**src/rtl/cpd_pkg.sv**
```systemverilog
// Shared types and constants for the cache packet deframer.
package cpd_pkg;

    localparam int unsigned HDR_BYTES = 20;
    localparam int unsigned HC_W = 5;
    localparam logic [HC_W-1:0] HDR_LAST = HC_W'(HDR_BYTES - 1);

    localparam logic [HC_W-1:0] POS_ID_HI = 5'd0;
    localparam logic [HC_W-1:0] POS_ID_LO = 5'd1;
    localparam logic [HC_W-1:0] POS_OP = 5'd2;
    localparam logic [HC_W-1:0] POS_RES = 5'd3;
    localparam logic [HC_W-1:0] POS_FLAGS = 5'd4;
    localparam logic [HC_W-1:0] POS_MSG_HI = 5'd5;
    localparam logic [HC_W-1:0] POS_MSG_LO = 5'd6;
    localparam logic [HC_W-1:0] POS_PAD = 5'd7;
    localparam logic [HC_W-1:0] POS_TIME_LO = 5'd8;
    localparam logic [HC_W-1:0] POS_KEY_LO = 5'd12;
    localparam logic [HC_W-1:0] POS_VAL_LO = 5'd16;

    localparam logic [2:0] KIND_HEADER = 3'd0;
    localparam logic [2:0] KIND_HDR_DONE = 3'd1;
    localparam logic [2:0] KIND_MESSAGE = 3'd2;
    localparam logic [2:0] KIND_KEY = 3'd3;
    localparam logic [2:0] KIND_VALUE = 3'd4;
    localparam logic [2:0] KIND_IGNORED = 3'd5;

    typedef struct packed {
        logic [7:0] data_byte;
        logic       last_byte;
    } in_t;

    typedef struct packed {
        logic [2:0]  kind;
        logic [7:0]  payload_byte;
        logic [15:0] packet_id;
        logic [7:0]  op_code;
        logic [7:0]  result_code;
        logic [7:0]  flag_bits;
        logic [15:0] message_length;
        logic [31:0] time_stamp;
        logic [31:0] key_length;
        logic [31:0] value_length;
        logic        packet_done;
        logic        truncated;
    } out_t;

endpackage

```
**src/rtl/cpd_parse.sv**
```systemverilog
// Deframer parse state and per-byte result logic.
module cpd_parse (
    input  logic          aclk,
    input  logic          aresetn,
    input  logic          fire,
    input  cpd_pkg::in_t  item,
    output cpd_pkg::out_t result
);

    typedef enum logic [2:0] {
        PH_HEADER = 3'd0,
        PH_MSG    = 3'd1,
        PH_KEY    = 3'd2,
        PH_VAL    = 3'd3,
        PH_DONE   = 3'd4
    } phase_t;

    logic [cpd_pkg::HC_W-1:0] header_count_reg, header_count_next, hc_upd;
    phase_t      phase_reg, phase_next, phase_upd, sec_start;
    logic [31:0] remaining_reg, remaining_next, rem_upd;
    logic [15:0] id_reg, id_next, id_upd;
    logic [7:0]  op_reg, op_next, op_upd;
    logic [7:0]  res_reg, res_next, res_upd;
    logic [7:0]  flags_reg, flags_next, flags_upd;
    logic [15:0] msg_len_reg, msg_len_next, msg_upd;
    logic [31:0] time_reg, time_next, time_upd;
    logic [31:0] key_len_reg, key_len_next, key_upd;
    logic [31:0] value_len_reg, value_len_next, val_upd;
    logic        enter;
    logic [2:0]  kind;
    logic [7:0]  pay;
    logic [7:0]  b;

    assign b = item.data_byte;

    always_comb begin
        hc_upd    = header_count_reg;
        phase_upd = phase_reg;
        rem_upd   = remaining_reg;
        id_upd    = id_reg;
        op_upd    = op_reg;
        res_upd   = res_reg;
        flags_upd = flags_reg;
        msg_upd   = msg_len_reg;
        time_upd  = time_reg;
        key_upd   = key_len_reg;
        val_upd   = value_len_reg;
        enter     = 1'b0;
        sec_start = PH_DONE;
        kind      = cpd_pkg::KIND_IGNORED;
        pay       = 8'd0;

        case (phase_reg)
            PH_HEADER: begin
                if (header_count_reg <= cpd_pkg::POS_ID_LO) begin
                    id_upd = {id_reg[7:0], b};
                end else if (header_count_reg == cpd_pkg::POS_OP) begin
                    op_upd = b;
                end else if (header_count_reg == cpd_pkg::POS_RES) begin
                    res_upd = b;
                end else if (header_count_reg == cpd_pkg::POS_FLAGS) begin
                    flags_upd = b;
                end else if (header_count_reg <= cpd_pkg::POS_MSG_LO) begin
                    msg_upd = {msg_len_reg[7:0], b};
                end else if (header_count_reg == cpd_pkg::POS_PAD) begin
                    // drop padding byte
                end else if (header_count_reg < cpd_pkg::POS_KEY_LO) begin
                    time_upd = {time_reg[23:0], b};
                end else if (header_count_reg < cpd_pkg::POS_VAL_LO) begin
                    key_upd = {key_len_reg[23:0], b};
                end else begin
                    val_upd = {value_len_reg[23:0], b};
                end
                hc_upd = header_count_reg + cpd_pkg::HC_W'(1);
                if (header_count_reg == cpd_pkg::HDR_LAST) begin
                    kind      = cpd_pkg::KIND_HDR_DONE;
                    enter     = 1'b1;
                    sec_start = PH_MSG;
                end else begin
                    kind = cpd_pkg::KIND_HEADER;
                end
            end
            PH_MSG: begin
                kind      = cpd_pkg::KIND_MESSAGE;
                pay       = b;
                rem_upd   = remaining_reg - 32'd1;
                enter     = (remaining_reg == 32'd1);
                sec_start = PH_KEY;
            end
            PH_KEY: begin
                kind      = cpd_pkg::KIND_KEY;
                pay       = b;
                rem_upd   = remaining_reg - 32'd1;
                enter     = (remaining_reg == 32'd1);
                sec_start = PH_VAL;
            end
            PH_VAL: begin
                kind      = cpd_pkg::KIND_VALUE;
                pay       = b;
                rem_upd   = remaining_reg - 32'd1;
                enter     = (remaining_reg == 32'd1);
                sec_start = PH_DONE;
            end
            default: begin
                kind = cpd_pkg::KIND_IGNORED;
            end
        endcase

        if (enter) begin
            if (sec_start == PH_MSG && msg_upd != 16'd0) begin
                phase_upd = PH_MSG;
                rem_upd   = {16'd0, msg_upd};
            end else if ((sec_start == PH_MSG || sec_start == PH_KEY) && key_upd != 32'd0) begin
                phase_upd = PH_KEY;
                rem_upd   = key_upd;
            end else if (sec_start != PH_DONE && val_upd != 32'd0) begin
                phase_upd = PH_VAL;
                rem_upd   = val_upd;
            end else begin
                phase_upd = PH_DONE;
                rem_upd   = 32'd0;
            end
        end

        result.kind           = kind;
        result.payload_byte   = pay;
        result.packet_id      = id_upd;
        result.op_code        = op_upd;
        result.result_code    = res_upd;
        result.flag_bits      = flags_upd;
        result.message_length = msg_upd;
        result.time_stamp     = time_upd;
        result.key_length     = key_upd;
        result.value_length   = val_upd;
        result.packet_done    = item.last_byte && (phase_upd == PH_DONE);
        result.truncated      = item.last_byte && (phase_upd != PH_DONE);

        if (item.last_byte) begin
            header_count_next = '0;
            phase_next        = PH_HEADER;
            remaining_next    = 32'd0;
            id_next           = 16'd0;
            op_next           = 8'd0;
            res_next          = 8'd0;
            flags_next        = 8'd0;
            msg_len_next      = 16'd0;
            time_next         = 32'd0;
            key_len_next      = 32'd0;
            value_len_next    = 32'd0;
        end else begin
            header_count_next = hc_upd;
            phase_next        = phase_upd;
            remaining_next    = rem_upd;
            id_next           = id_upd;
            op_next           = op_upd;
            res_next          = res_upd;
            flags_next        = flags_upd;
            msg_len_next      = msg_upd;
            time_next         = time_upd;
            key_len_next      = key_upd;
            value_len_next    = val_upd;
        end
    end

    always_ff @(posedge aclk) begin
        if (!aresetn) begin
            header_count_reg <= '0;
            phase_reg        <= PH_HEADER;
            remaining_reg    <= 32'd0;
            id_reg           <= 16'd0;
            op_reg           <= 8'd0;
            res_reg          <= 8'd0;
            flags_reg        <= 8'd0;
            msg_len_reg      <= 16'd0;
            time_reg         <= 32'd0;
            key_len_reg      <= 32'd0;
            value_len_reg    <= 32'd0;
        end else if (fire) begin
            header_count_reg <= header_count_next;
            phase_reg        <= phase_next;
            remaining_reg    <= remaining_next;
            id_reg           <= id_next;
            op_reg           <= op_next;
            res_reg          <= res_next;
            flags_reg        <= flags_next;
            msg_len_reg      <= msg_len_next;
            time_reg         <= time_next;
            key_len_reg      <= key_len_next;
            value_len_reg    <= value_len_next;
        end
    end

endmodule

```
**src/rtl/cache_packet_deframer.sv**
```systemverilog
// Top level of the cache packet deframer: input register, parser, result register.
// A byte accepted on s_ is held in the input register, parsed, and its result registered onto m_.
// Throughput: one byte per clock; s_ready falls only while both registers hold
// transactions and m_ready is low.
// Reset: aresetn synchronous, active low; clears both valid flags and the parser
// state to the header phase with all header fields zero.
module cache_packet_deframer (
    input  logic          aclk,
    input  logic          aresetn,
    input  logic          s_valid,
    output logic          s_ready,
    input  cpd_pkg::in_t  s_data,
    output logic          m_valid,
    input  logic          m_ready,
    output cpd_pkg::out_t m_data
);

    logic          in_valid_reg;
    cpd_pkg::in_t  in_data_reg;
    logic          out_valid_reg;
    cpd_pkg::out_t out_data_reg;
    cpd_pkg::out_t result;
    logic          fire;

    assign fire    = in_valid_reg && (!out_valid_reg || m_ready);
    assign s_ready = !in_valid_reg || fire;
    assign m_valid = out_valid_reg;
    assign m_data  = out_data_reg;

    cpd_parse u_parse (
        .aclk    (aclk),
        .aresetn (aresetn),
        .fire    (fire),
        .item    (in_data_reg),
        .result  (result)
    );

    always_ff @(posedge aclk) begin
        if (!aresetn) begin
            in_valid_reg  <= 1'b0;
            out_valid_reg <= 1'b0;
        end else begin
            if (s_ready) begin
                in_valid_reg <= s_valid;
            end
            if (fire) begin
                out_valid_reg <= 1'b1;
            end else if (m_ready) begin
                out_valid_reg <= 1'b0;
            end
        end
    end

    always_ff @(posedge aclk) begin
        if (s_ready && s_valid) begin
            in_data_reg <= s_data;
        end
        if (fire) begin
            out_data_reg <= result;
        end
    end

    a_done_trunc_excl: assert property (@(posedge aclk) disable iff (!aresetn)
        m_valid |-> !(m_data.packet_done && m_data.truncated))
        else $error("packet_done and truncated both set");

    a_kind_range: assert property (@(posedge aclk) disable iff (!aresetn)
        m_valid |-> (m_data.kind <= cpd_pkg::KIND_IGNORED))
        else $error("kind out of range");

    a_pay_zero: assert property (@(posedge aclk) disable iff (!aresetn)
        (m_valid && (m_data.kind == cpd_pkg::KIND_HEADER
            || m_data.kind == cpd_pkg::KIND_HDR_DONE
            || m_data.kind == cpd_pkg::KIND_IGNORED)) |-> (m_data.payload_byte == 8'd0))
        else $error("payload byte set outside payload sections");

    a_no_drop: assert property (@(posedge aclk) disable iff (!aresetn)
        (in_valid_reg && out_valid_reg && !m_ready) |=> in_valid_reg)
        else $error("pending transaction lost while stalled");

endmodule
```
**config.mk**
```make
export PLATFORM = sky130hd
export DESIGN_NAME = cache_packet_deframer
export DESIGN_NICKNAME = d
export VERILOG_FILES = /design/src/rtl/cpd_pkg.sv /design/src/rtl/cpd_parse.sv /design/src/rtl/cache_packet_deframer.sv
export SDC_FILE = /design/constraint.sdc
export NUM_CORES = 1
export LEC_CHECK = 0
export ABC_AREA = 1
export BUFFER_PORTS_ARGS = -buffer_cell sky130_fd_sc_hd__buf_4
export CAP_MARGIN = 20
export CORE_MARGIN = 5
export CORE_UTILIZATION = 50
export CTS_CLUSTER_SIZE = 12
export DETAILED_ROUTE_END_ITERATION = 10
export MAX_ROUTING_LAYER = met4
export PLACE_DENSITY_LB_ADDON = 0.25
export SLEW_MARGIN = 10
export SYNTH_ARGS = -nofsm -noshare
export SYNTH_HDL_FRONTEND = slang
export SYNTH_HIERARCHICAL = 1
export SYNTH_SLANG_ARGS = --single-unit
```
**constraint.sdc**
```tcl
create_clock -name aclk -period 17.5 [get_ports aclk]
set_input_delay 3.5 -clock aclk [delete_from_list [all_inputs] [get_ports aclk]]
set_output_delay 3.5 -clock aclk [all_outputs]
set_load 0.03 [all_outputs]
```
Word level (Yosys, flattened, before mapping) --
Cells that the tools add are included.
Word-level totals: bits in registers 368, input bits 13, output and inout port bits 167, logic and storage cells 144
Operators by class: $add $sub $neg 2, $lt $le $gt $ge 4, equal/unequal tests 14, mux-type cells 75, reduce and logical (&&, ||, !) cells 22
Operators with widths (count):
- 2-to-1 mux 32 bit | 35
- 2-to-1 mux 16 bit | 10
- 2-to-1 mux 8 bit | 15
- nonzero test 32 bit | 2
- == test 32 x 1 -> 1 bit, second input constant | 1
- subtractor 32 x 1 -> 32 bit, second input constant | 1
- 2-to-1 mux 3 bit | 6
- nonzero test 16 bit | 1
- case mux 3 bit (4 select lines) | 1
- == test 5 x 2 -> 1 bit, second input constant | 2
- == test 5 x 3 -> 1 bit, second input constant | 2
- 2-to-1 mux 5 bit | 2
- == test 3 x 2 -> 1 bit, second input constant | 3
- case mux 3 bit (3 select lines) | 1
- logical AND 1 bit | 7
- == test 3 x 1 -> 1 bit, second input constant | 2
- inequality test 3 bit, second input constant | 2
- adder 5 x 1 -> 5 bit, second input constant | 1
- == test 5 bit, second input constant | 1
- less-or-equal comparator 5 x 1 -> 1 bit, second input constant | 1
- less-or-equal comparator 5 x 3 -> 1 bit, second input constant | 1
- less-than comparator 5 x 4 -> 1 bit, second input constant | 1
- less-than comparator 5 bit, second input constant | 1
- 2-to-1 mux 1 bit | 4
- other kinds (9) | 14

Logic depth before layout (Yosys ltp) --
depth after elaboration 18, mapped depth 22, mapped depth without buffers 20

Hierarchy --
The synthesis kept the hierarchy.
By module, submodules not included:
- cpd_parse | times used 1, cells an instance 1974, area an instance 11823.8 sq um, sequential area each 3843.7 sq um
- cache_packet_deframer | times used 1, cells an instance 187, area an instance 5320.1 sq um, sequential area each 5265.0 sq um

Least setup slack after synthesis --
Ideal clock, no wire load.
path kind input to register, from input port m_ready, to register u_parse/header_count_reg[4] in the netlist's numbering, setup time 80 ps, arrival time 13893 ps, data required time 17420 ps, path slack 3527 ps, cell stages on the path 7, path buffers 0, path through inv_1 -> a21oi_1 -> o21ai_0 -> nor2_1 -> inv_1 -> o21ai_0 -> nor3b_1
Between the ends: cells in the longest elaborated chain, start to end 3
RTL lines:
- from (decl) | line cache_packet_deframer.sv:14 | input logic m_ready,
- logical OR 1 bit | line cache_packet_deframer.sv:25 | assign fire = in_valid_reg && (!out_valid_reg || m_ready);
- logical AND 1 bit | line cache_packet_deframer.sv:25
- via fire | line cache_packet_deframer.sv:23 | logic fire;
- AND reduction 2 bit (no source line)
- to (signal assigned) | line cpd_parse.sv:179 | header_count_reg <= header_count_next;
- to (decl) | line cpd_parse.sv:18 | logic [cpd_pkg::HC_W-1:0] header_count_reg, header_count_next, hc_upd;
The timed path passes the listed nets, and every way through them passes these cells. A chain may end at the register's enable or synchronous reset.

Worst setup path after layout --
from input port m_ready, to output port s_ready
Between the ends: cells in the longest elaborated chain, start to end 3
RTL lines:
- logical OR 1 bit | line cache_packet_deframer.sv:25
- logical AND 1 bit | line cache_packet_deframer.sv:25
- logical OR 1 bit | line cache_packet_deframer.sv:26 | assign s_ready = !in_valid_reg || fire;
- to (decl) | line cache_packet_deframer.sv:11 | output logic s_ready,
Every way passes these cells.

==> results list <==
- Detailed placer's ending HPWL: 30700 microns
- The first detailed-routing pass ran for 5 iterations.
- After detailed routing, the average wire length per cell comes to 16.9 microns.
* Sequential fraction of the synthesis area: 53.1%
* Mean number of vias per cell: 5.31
- Global routing used 23.9% of the available tracks.
* Post-route core utilization: 59.2%
- The die is 195 microns wide.
- Ys Warns: 6
* Clock Latency Late Sink: 0.53 ns
- Dividing total power by cell area gives a power density of 93.6 mW/mm^2.
* Outcome: finished clean
* Dpl cell area: 0.0186 sq mm
- Instance count along the most critical hold path: 2
* Vias in the first global route: 13692
- Number of antenna violations at the first check in global routing: 0
- Fin. max-slew vios: 0
- Source of the worst hold timing path: u_parse/value_len_reg[19]
* Flip-flop count of the largest register after layout: 165
- Counting every instance in the synthesized netlist gives 2161.
* Endpoints failing setup: 0
* Launching element type of the critical path: primary input
- Remaining routing DRC violations: 0
- Counting flops and latches in the post-synthesis netlist gives 368.
- Number of diodes: 0
* Total nets after synthesis: 2180
- The clock tree synthesis step divided the H-tree into 2 levels.
* Least-Margin Pin Slew: 1.12 ns
* Global placement routability congestion: 0.945
- For this design, the sink count on the clock tree is 368.
* Share of layout cells above drive strength 1: 13.7%
- Unrepaired setup endpoints after global routing: false
- Dpl cells: 2683
* Top library cells by usage in the layout, fill and taps aside: 820 x sky130_fd_sc_hd__nand2_1, 207 x sky130_fd_sc_hd__a21oi_1, 202 x sky130_fd_sc_hd__inv_1
* Count of vias placed by the detailed router: 14651
* Flop2flop setup slack: 13.57 ns
- The die covers 0.0381 sq mm.
- The total count of hold-check failures in the final report is 0.
* Register-to-Register Path Depth: 17
- Derived from the worst setup path, the maximum achievable clock frequency is 133 MHz.
* CTS tree: done
* Post-synth design cell area: 0.0171 sq mm
* Critical Path AT: 4.04 ns
- After routing the design area is 0.0199 sq mm.
- Across all setup checks in the final design, the least slack found is 9.96 ns.
- Final layout net count: 2297
- Peak ir drop on the vdd network: 77.8 uV
- Average size of a mapped cell: 7.93 sq um
* Worst flop-to-flop path endpoint: m_data[0]
* Detailed Route WL: 46600 microns
- Summed over all layers, the global routing overflow is 0.
- Total Neg Setup Slack: 0 ns
- The count of cells in the finished layout, fillers not included, comes to 2757.
- Measured along the y axis, the die boundary spans 195 microns.
- Worst hold-check path type: reg -> reg
* Final period demand of the worst path: 7.54 ns
* Most common cell on crit path: sky130_fd_sc_hd__buf_4
- Cell Chain, Critical Path: buf_4 > inv_1 > nand3_2 > buf_4
- Class of the most critical setup path: in -> out
- Wire length of the first global-routing pass: 73000 microns
* Critical path origin: m_ready
- Across the run, the number of max-cap violations was 0.
- Number of setup buffers added after CTS: 0
- Largest net degree at the start of global routing: 172
* Worst slew margin relative to its limit: 25.2%
- Max Clock Skew: 0.0138 ns
* Number of buffers created by CTS: 40
- Most frequent standard cell in the layout excluding fill and tap cells: sky130_fd_sc_hd__nand2_1
- During I/O placement, the number of pins put on the boundary was 180.
- Clock-pin slew on the worst setup and hold paths: 0.05 ns
- In this run the worst path has a maximum fanout of 3.
- On the critical path, the stage with the largest delay is an instance of sky130_fd_sc_hd__buf_4.
- Across all hold checks on the routed design, the worst slack comes to 0.461 ns.
- Static Leakage: 8.74 nW
- The detail route stage leaves a number of antenna-violating nets equal to 0.
* Max Root-Sink Buffers: 3
- Area growth from synthesis to layout: 16.3%
* Slowest Stage Delay on Critical Path: 0.19 ns
- For this configuration, the core starts out at a cell density of 50.9%.
- Port buffering added 179 buffers.
- For this design, the CTS-stage hold fixing added 0 buffers.
- Final critical-path share of the clock period: 43.1%
* Reg with most FFs: m_data
- Core ar.: 0.0337 sq mm
* Post-cts gate resize count: 0
- Total power: 1.87 mW
- In this run the critical register-to-register path is launched from u_parse/phase_reg[2].
- After the first detailed-routing iteration, the DRC count stood at 1290.
- Row generation in the floorplan step produced 67 rows.
* Nature of the critical path endpoint: primary output
- Worst Setup Slack post-DPL: 9.95 ns
* Endpoint of the worst hold-timing path: u_parse/value_len_reg[19]
- The cell sitting at the root of the clock tree is a sky130_fd_sc_hd__clkbuf_16.
- Distinct cell type count after synthesis: 40
- Endpoint required time on the critical path: 14.00 ns
[per-layer routing]
layer  global-route usage [%]  vias up  share of wire, %
met2                     38.3      534                47
met5                        -        -                 0
met3                     3.05      103               6.5
met1                     31.4     6808                43
met4                     9.03        0               3.8
li1                         -     7206                 -
[cells by family (layout without fill, tap and decap cells)]
kind of cell             after synthesis  after routing  synth area share (%)
AO/OA/AOI/OAI                        306            306                  9.28
XOR/XNOR                              23             23                  1.18
adder cells (fa/ha/maj)                6              6                 0.438
buffers and inverters                326            474                  7.71
flip-flops                           368            368                  53.1
multiplexers                          16             16                  1.05
AND/OR/NAND/NOR                     1116           1116                  27.2
[synthesized netlist by cell type]
cell type / n / area share (%)
sky130_fd_sc_hd__nor2_8: 2 / 0.23
sky130_fd_sc_hd__o2111ai_1: 1 / 0.051
sky130_fd_sc_hd__nand3b_1: 13 / 0.57
sky130_fd_sc_hd__xor2_1: 14 / 0.72
sky130_fd_sc_hd__o21ai_0: 74 / 2.2
sky130_fd_sc_hd__nand2_2: 8 / 0.29
sky130_fd_sc_hd__o21ai_1: 7 / 0.20
sky130_fd_sc_hd__nor3_1: 9 / 0.26
sky130_fd_sc_hd__nand4_1: 32 / 1.2
sky130_fd_sc_hd__ha_1: 6 / 0.44
sky130_fd_sc_hd__or3b_2: 1 / 0.051
sky130_fd_sc_hd__a211oi_1: 1 / 0.044
sky130_fd_sc_hd__mux2_2: 16 / 1.1
sky130_fd_sc_hd__inv_1: 203 / 4.4
sky130_fd_sc_hd__a311oi_1: 1 / 0.051
sky130_fd_sc_hd__nand2_4: 4 / 0.26
sky130_fd_sc_hd__edfxtp_1: 174 / 30
sky130_fd_sc_hd__clkbuf_1: 72 / 1.6
sky130_fd_sc_hd__buf_6: 7 / 0.46
sky130_fd_sc_hd__nor3b_1: 1 / 0.044
sky130_fd_sc_hd__nor2_2: 6 / 0.22
sky130_fd_sc_hd__a21oi_2: 12 / 0.61
sky130_fd_sc_hd__dfxtp_1: 194 / 23
sky130_fd_sc_hd__nand3_4: 1 / 0.10
sky130_fd_sc_hd__nor2_4: 5 / 0.33
sky130_fd_sc_hd__nor4b_1: 1 / 0.051
sky130_fd_sc_hd__nand3_2: 1 / 0.058
sky130_fd_sc_hd__nor4_1: 4 / 0.15
sky130_fd_sc_hd__buf_4: 4 / 0.18
sky130_fd_sc_hd__a21oi_1: 208 / 6.1
sky130_fd_sc_hd__xnor2_1: 9 / 0.46
sky130_fd_sc_hd__buf_2: 23 / 0.67
sky130_fd_sc_hd__nand2_1: 820 / 18
sky130_fd_sc_hd__nand3_1: 112 / 3.3
sky130_fd_sc_hd__o31ai_1: 2 / 0.088
sky130_fd_sc_hd__nand2_8: 1 / 0.12
sky130_fd_sc_hd__nor2_1: 95 / 2.1
sky130_fd_sc_hd__inv_2: 7 / 0.15
sky130_fd_sc_hd__buf_1: 9 / 0.20
sky130_fd_sc_hd__inv_4: 1 / 0.037
[worst max path at each step]
stage / end
6_report: s_ready
5_1_grt: s_ready
4_1_cts: s_ready
3_5_place_dp: s_ready
3_3_place_gp: s_ready
2_1_floorplan: u_parse/header_count_reg[4]
[power by group]
group	switching, mW	internal, mW
clock	0.337	0.497
sequential	0.00787	0.918
combinational	0.0818	0.0261
[cell type report]
class                   count  area [sq um]
repair buffers            190          1440
inverters                 211           802
flip-flops and latches    368          9110
fillers                  3037         13800
clock inverters            11           149
well taps                 448           561
clock buffers              62          1140
multi-input cells        1467          6740
[worst max-delay path: cells and delay by family]
family	cells	cell delay, ns
buffers and inverters	3	0.43
AND/OR/NAND/NOR	1	0.12
Note: power is estimated with default switching activity, not from simulation.
